==> src/hdl/bxavg_pkg.sv <==
// ----------------------------------------------------------------------------
// bxavg_pkg
// Shared types and constants for the 2x2 box-average downsampler.
// ----------------------------------------------------------------------------
package bxavg_pkg;

    // Widest input row the line store is sized for
    localparam int BXAVG_MAX_WIDTH = 2048;
    // Tallest frame the row counter covers
    localparam int MAX_HEIGHT      = 2048;

    localparam int CFG_DATA_W  = 12;
    localparam int CFG_INDEX_W = 2;
    localparam int SHIFT_W     = 2;
    localparam int ROW_W       = 11;
    localparam int PIX_W       = 8;
    localparam int PAIR_W      = PIX_W + 1;

    // Register indexes on the configuration port
    localparam logic [CFG_INDEX_W-1:0] REG_IMAGE_WIDTH  = 2'd0;
    localparam logic [CFG_INDEX_W-1:0] REG_IMAGE_HEIGHT = 2'd1;
    localparam logic [CFG_INDEX_W-1:0] REG_SHIFT        = 2'd2;

    // Per-pixel action codes
    localparam logic [1:0] OP_NONE = 2'd0;  // pixel outside any block corner
    localparam logic [1:0] OP_HOLD = 2'd1;  // left pixel of a corner pair
    localparam logic [1:0] OP_PAIR = 2'd2;  // right pixel of the top pair
    localparam logic [1:0] OP_EMIT = 2'd3;  // right pixel of the bottom pair

    typedef struct packed {
        logic [CFG_DATA_W-1:0] width;
        logic [CFG_DATA_W-1:0] height;
        logic [SHIFT_W-1:0]    shift;
    } cfg_t;

    typedef struct packed {
        logic [1:0] op;
        logic       last;
    } scan_ctl_t;

endpackage

==> src/hdl/bxavg_scan.sv <==
// ----------------------------------------------------------------------------
// bxavg_scan
// Raster position counters and per-pixel decode of the block corner role.
// ----------------------------------------------------------------------------
module bxavg_scan #(
    parameter int MAX_WIDTH = bxavg_pkg::BXAVG_MAX_WIDTH
) (
    input  logic                                 clk,
    input  logic                                 rst_n,
    input  bxavg_pkg::cfg_t                      cfg,
    input  logic                                 advance,
    output bxavg_pkg::scan_ctl_t                 ctl,
    output logic [$clog2(MAX_WIDTH/2)-1:0]       idx
);
    import bxavg_pkg::*;

    localparam int CW = $clog2(MAX_WIDTH);
    localparam int WW = CW + 1;
    localparam int AW = $clog2(MAX_WIDTH / 2);
    localparam int HW = ROW_W + 1;

    logic [CW-1:0]    col_reg, col_next;
    logic [ROW_W-1:0] row_reg, row_next;

    logic [WW-1:0]      w_eff, w2;
    logic [HW-1:0]      h_eff, h2;
    logic [SHIFT_W-1:0] s_eff;
    logic [3:0]         mask4;
    logic [CW-1:0]      ox, dc;
    logic [ROW_W-1:0]   oy, dr;
    logic               in_block;

    // Saturate the geometry registers to their legal ranges
    always_comb
    begin
        if (cfg.width < CFG_DATA_W'(2))
            w_eff = WW'(2);
        else if (32'(cfg.width) > 32'(MAX_WIDTH))
            w_eff = WW'(MAX_WIDTH);
        else
            w_eff = WW'(cfg.width);

        if (cfg.height < CFG_DATA_W'(2))
            h_eff = HW'(2);
        else if (32'(cfg.height) > 32'(MAX_HEIGHT))
            h_eff = HW'(MAX_HEIGHT);
        else
            h_eff = cfg.height;

        s_eff = (cfg.shift == '0) ? SHIFT_W'(1) : cfg.shift;
    end

    assign mask4 = (4'd1 << s_eff) - 4'd1;
    assign w2    = w_eff >> s_eff;
    assign h2    = h_eff >> s_eff;
    assign ox    = col_reg >> s_eff;
    assign oy    = row_reg >> s_eff;
    assign dc    = col_reg & CW'(mask4);
    assign dr    = row_reg & ROW_W'(mask4);

    assign in_block = ({1'b0, col_reg} < w_eff) && ({1'b0, row_reg} < h_eff)
                   && ({1'b0, ox} < w2) && ({1'b0, oy} < h2);

    always_comb
    begin
        ctl.op = OP_NONE;
        if (in_block && (dr == ROW_W'(0) || dr == ROW_W'(1)))
        begin
            if (dc == CW'(0))
                ctl.op = OP_HOLD;
            else if (dc == CW'(1))
                ctl.op = (dr == ROW_W'(0)) ? OP_PAIR : OP_EMIT;
        end
        ctl.last = ({1'b0, ox} == w2 - WW'(1)) && ({1'b0, oy} == h2 - HW'(1));
    end

    assign idx = ox[AW-1:0];

    // Wrap at the row end and at the frame end
    always_comb
    begin
        col_next = col_reg;
        row_next = row_reg;
        if (advance)
        begin
            if ({1'b0, col_reg} + WW'(1) >= w_eff)
            begin
                col_next = '0;
                if ({1'b0, row_reg} + HW'(1) >= h_eff)
                    row_next = '0;
                else
                    row_next = row_reg + ROW_W'(1);
            end
            else
            begin
                col_next = col_reg + CW'(1);
            end
        end
    end

    always_ff @(posedge clk or negedge rst_n)
    begin
        if (!rst_n)
        begin
            col_reg <= '0;
            row_reg <= '0;
        end
        else
        begin
            col_reg <= col_next;
            row_reg <= row_next;
        end
    end

endmodule

==> config.mk <==
export PLATFORM = sky130hd
export DESIGN_NAME = bxavg_scan
export DESIGN_NICKNAME = d
export VERILOG_FILES = /design/src/hdl/bxavg_pkg.sv /design/src/hdl/bxavg_scan.sv
export SDC_FILE = /design/constraint.sdc
export NUM_CORES = 1
export LEC_CHECK = 0
export BUFFER_PORTS_ARGS = -buffer_cell sky130_fd_sc_hd__buf_2
export CORE_AREA = 5 5 99 101
export DETAILED_ROUTE_END_ITERATION = 16
export DIE_AREA = 0 0 104 106
export PLACE_DENSITY = 0.74
export SLEW_MARGIN = 25
export SYNTH_ARGS = -nofsm -noshare
export SYNTH_HDL_FRONTEND = slang
export SYNTH_SLANG_ARGS = --single-unit
==> constraint.sdc <==
create_clock -name clk -period 3.79 [get_ports clk]
set_clock_uncertainty 0.15 [all_clocks]
set_input_delay 0 -clock clk [delete_from_list [all_inputs] [get_ports clk]]
set_output_delay 0 -clock clk [all_outputs]
set_load 0.005 [all_outputs]
# [Word-level counts from Yosys, hierarchy flattened]
# Cells that the tools add are included.
# Widths: inputs -> output; s select.
[word_totals] input_bits=29 out_inout_bits=13 register_bits=22
[op_classes] n_addsub=7 n_shift=5 n_eq_ne=4 bitwise_logic=2 reduce_logical=10 magnitude_cmp=10 n_mux=11
[op_table] op="$lt 11x12->1" n=4
[op_table] op="$mux 12" n=4
[op_table] op="$add 11x1->12 const B" n=2
[op_table] op="$eq 11x12->1" n=2
[op_table] op="$ge 12x12->1" n=2
[op_table] op="$gt 12x12->1 const B" n=2
[op_table] op="$lt 12x2->1 const B" n=2
[op_table] op="$shr 12x2->12" n=2
[op_table] op="$sub 12x1->12 const B" n=2
[op_table] op="$add 11x1->11 const B" n=2
[op_table] op="$and 11x4->11" n=2
[op_table] op="$eq 11x1->1 const B" n=2
[op_table] op="$logic_not 11->1" n=2
[op_table] op="$mux 11" n=2
[op_table] op="$shr 11x2->11" n=2
[op_table] op="$mux 2" n=4
[op_table] op="$logic_and 1x1->1" n=5
[op_table] op="$shl 1x2->4 const A" n=1
[op_table] op="$sub 4x1->4 const B" n=1
[op_table] op="$logic_not 2->1" n=1
[op_table] op="$reduce_and 2->1" n=1
[op_table] op="$logic_or 1x1->1" n=1
[op_table] op="$mux 1" n=1

# [Logic depth before layout (Yosys ltp)]
[depth] depth_word=10 depth_mapped=16 mapped_depth_nobuf=14

# [Least setup slack after synthesis]
# No wires, ideal clock.
[synth_timing] path_kind="reg-to-reg" startpoint="reg col_reg[4]" endpoint="reg col_reg[5]" arrival_time_ps=3041 n_path_buf=1 setup_ps=65 period_less_slack_ps=3255 setup_slack_ps=535 stages_incl_launch_ff=14 cell_sequence="dfrtp_1 > and3_1 > nand3_1 > nor2_1 > nand3_1 > xnor2_1 > ha_1 > or3_1 > a2111oi_0 > o21ai_0 > and2_1 > clkbuf_1 > nor4_1 > a211o_1"
[synth_via] elab_chain_cells=3
[synth_lines] element="start, declared" line_no="bxavg_scan.sv:22" source="logic [CW-1:0] col_reg, col_next;"
[synth_lines] element="start signal, assigned" line_no="bxavg_scan.sv:110" source="col_reg <= col_next;"
[synth_lines] element="$add 11x1->12" line_no="bxavg_scan.sv:86" source="if ({1'b0, col_reg} + WW'(1) >= w_eff)"
[synth_lines] element="$ge 12x12->1" line_no="bxavg_scan.sv:86"
[synth_lines] element="$mux 11 *" line_no="bxavg_scan.sv:86"
# Every way passes the cells marked *; elsewhere a longest branch is shown, timed or not.
# A chain may end at the register's enable or synchronous reset.

# [Worst setup path in the final report]
[layout_timing] startpoint="reg col_reg[0]" endpoint="reg row_reg[2]"
[layout_via] elab_chain_cells=3
[layout_lines] element="$add 11x1->12" line_no="bxavg_scan.sv:86"
[layout_lines] element="$ge 12x12->1" line_no="bxavg_scan.sv:86"
[layout_lines] element="$reduce_and 2->1 (no source line)"
[layout_lines] element="end signal, assigned" line_no="bxavg_scan.sv:111" source="row_reg <= row_next;"
[layout_lines] element="end, declared" line_no="bxavg_scan.sv:23" source="logic [ROW_W-1:0] row_reg, row_next;"
# Every way passes these cells.

==> reports/qor.txt <==
Status = complete, no violations
Via density = 6.42
Finish-stage setup viols = 0
Static Leak = 2.29 nW
Die boundary width = 104 microns
Clk slew on worst S/H paths = 0.08 ns
Die footprint = 0.0110 sq mm
Most frequent cells in the layout = ha_1, nand2_1, nor2_1
CTS Buffer Depth = 2
P&R area growth vs syn = 8.91%
Num rows = 35
#FFs+latches synth = 22
CTS tree = done
Crit path max-delay family = simple AND/OR/NAND/NOR gates
TritonCTS buffer count = 3
Drt wl/cell = 17.5 microns
Power Dens Cells = 309 mW/mm^2
Startpoint Class = flip-flop
DPL Wire Length = 10500 microns
Top FF cell, synth = dfrtp_1
CP Class = flip-flop to flip-flop
Global route overflow = 0
Core area = 0.00893 sq mm
Slew Limit Fails = 0
Worst-path fanout max = 10
Post-Synthesis Cells = 615
EDFF count, synth = 0
Final hold vios = 0
Placer congestion estimate = 0.925
Hold Crit Class = primary input to async pin
Nets = 733
Max-cap viol count = 0
Worst setup EP type = flip-flop
Port bufs = 41
Commonest non-fill, non-tap cell in the layout = ha_1
Syn Area/Cell = 7.72 sq um
Final Util = 0.579
Clock sink count = 22
Synth async-reset ratio = 1.00
Post-Place Setup Slack = 0.0641 ns
Number of DRC markers in iteration 0 = 268
Sequential cell area fraction in the yosys report = 0.116
Least-Margin Pin Slew = 0.626 ns
ANT nets after route = 0
Worst skew pair latency = 0.26 ns
Synthesized area = 0.00475 sq mm
Post-Route WL = 13100 microns
Non-Filler Instances = 752
Yosys warnings = 0
Post-synth cell types = 77
Synth top area cells = ha_1, dfrtp_1, mux2i_1, xnor2_1, nand2_1
Buf/Inv on CP = 1
Top-area cell type share of the netlist area = 0.163
Setup tns final = 0 ns
Number of remaining DRC errors = 0
Yosys top cell by area = ha_1
DRT Pass-1 Iters = 6
Vias in the first global route = 4375
Fillers = 830
Antenna diodes = 0
RSZ-0062 raised after global routing = true
Slowest cell on crit path = dfrtp_1
Worst Path Required = 3.84 ns
Layout cell share with drive strength beyond 1 = 0.147
Post-CTS Setup Bufs = 0
Critical path's most frequent cell = nand3_1
First-pass GRT wire length = 21600 microns
Root buffer cell = clkbuf_8
H-tree Lvls = 1
Initial core utilization = 0.532
Placed cells = 746
Ports = 42
Crit path cell chain = ha_1 > nand3_1 > nor2_2 > nand3_1 > xnor2_2 > ha_1 > or3_1 > nor4_1 > a22oi_1 > a21oi_1 > o21ai_1 > nand3_1 > buf_4 > o21bai_1 > a22o_1
Final Power = 0.00160 W
Fin crit period = 3.73 ns
Total GRT Usage = 0.229
IR drop worst, VDD = 0.207 mV
Slew margin rel. = 0.578
Initial antenna violation count = 0
Via count = 4831
Crit-path max cell delay = 0.44 ns
Die Ht = 106 microns
Max Freq = 0.268 GHz
CP Data Arrival Time = 3.79 ns
Fin crit share = 0.985
Largest net degree at the start of global routing = 80
Worst setup margin = 0.0558 ns
[power breakdown]
group	switching, W	internal, W
logic	0.000561	0.000465
clock network	0.0000723	0.000141
registers	0.0000811	0.000279
[cell type report]
class | count | area, sq um | area share
Sequential cell | 22 | 552 | 0.107
Tap cell | 111 | 139 | 0.0269
Clock buffer | 3 | 41.3 | 0.00798
Clock inverter | 1 | 30.0 | 0.00581
Inverter | 27 | 101 | 0.0196
Multi-Input combinational cell | 530 | 3960 | 0.765
Timing Repair Buffer | 58 | 350 | 0.0677
[metrics by stage]
stage                     cell area [sq um]  hold WS (ns)
after floorplan                        4750        -0.446
after global placement                 5040        -0.167
after detailed placement               5040        -0.161
after CTS                              5130        0.0868
after global routing                   5170         0.144
final                                  5170        0.0739
[worst reg2reg max path: cells and delay by family, from the launching register on]
| kind | cells | cell delay, ns |
|---|---|---|
| and+or+nand+nor | 6 | 1.40 |
| AOI/OAI and AO/OA | 5 | 0.82 |
| adders and majority gates | 2 | 0.48 |
| DFF | 1 | 0.44 |
| buffers and inverters | 1 | 0.22 |
| xor gates and xnor gates | 1 | 0.19 |
[Yosys cell counts (all sizes together) (5+ instances only)]
cell / instances
a22o: 11
a31oi: 7
ha: 62
o211ai: 8
nor2: 45
clkbuf: 22
xnor2: 29
nand3: 19
o31ai: 5
a21o: 6
and3: 9
nand2b: 14
nor3: 16
a21oi: 37
inv: 26
xor2: 8
nor4: 10
mux2: 5
dfrtp: 22
a211oi: 8
nand2: 54
o21a: 16
mux2i: 28
o21ai: 31
nor2b: 14
buf: 15
o2bb2ai: 10
or3: 6
[path summary, 6_finish.rpt]
kind | start | endpoint | slack, ns | cells after the start
max reg2reg | col_reg[0]$_DFFE_PN0P_ | row_reg[2]$_DFFE_PN0P_ | 0.06 | 15
min | rst_n | row_reg[6]$_DFFE_PN0P_ | 0.07 | 2
max in group asynchronous | rst_n | col_reg[1]$_DFFE_PN0P_ | 3.06 | 2
min in group clk | cfg[13] | row_reg[7]$_DFFE_PN0P_ | 0.29 | 5
min reg2reg | row_reg[5]$_DFFE_PN0P_ | row_reg[5]$_DFFE_PN0P_ | 0.42 | 2
max | col_reg[0]$_DFFE_PN0P_ | row_reg[2]$_DFFE_PN0P_ | 0.06 | 15
[logic make-up (layout without fill, tap and decap cells)]
| logic type | after synthesis | count (layout) | share of synthesized area |
|---|---|---|---|
| XOR/XNOR | 37 | 37 | 0.0682 |
| adder cells (fa/ha/maj) | 63 | 63 | 0.165 |
| AO/OA/AOI/OAI | 190 | 190 | 0.298 |
| AND/OR/NAND/NOR | 205 | 205 | 0.221 |
| other | 1 | 2 | 0.000790 |
| flip-flops | 22 | 22 | 0.116 |
| multiplexers | 33 | 33 | 0.0709 |
| buffers and inverters | 64 | 89 | 0.0593 |
[per-layer routing]
metal  track usage  share of wire  up-vias
met5             0              0        -
met4        0.0527          0.018        0
met3        0.0285          0.060       20
met2         0.393           0.48      177
met1         0.305           0.44     2273
li1              -              -     2361
[what timing repair did]
action                     4_1_cts  5_1_grt
setup endpoints to repair        0       25
hold buffers                     2        0
hold endpoints to repair        29        0
resized for setup                0       11
No activity file was read; power rests on OpenSTA's default activity.
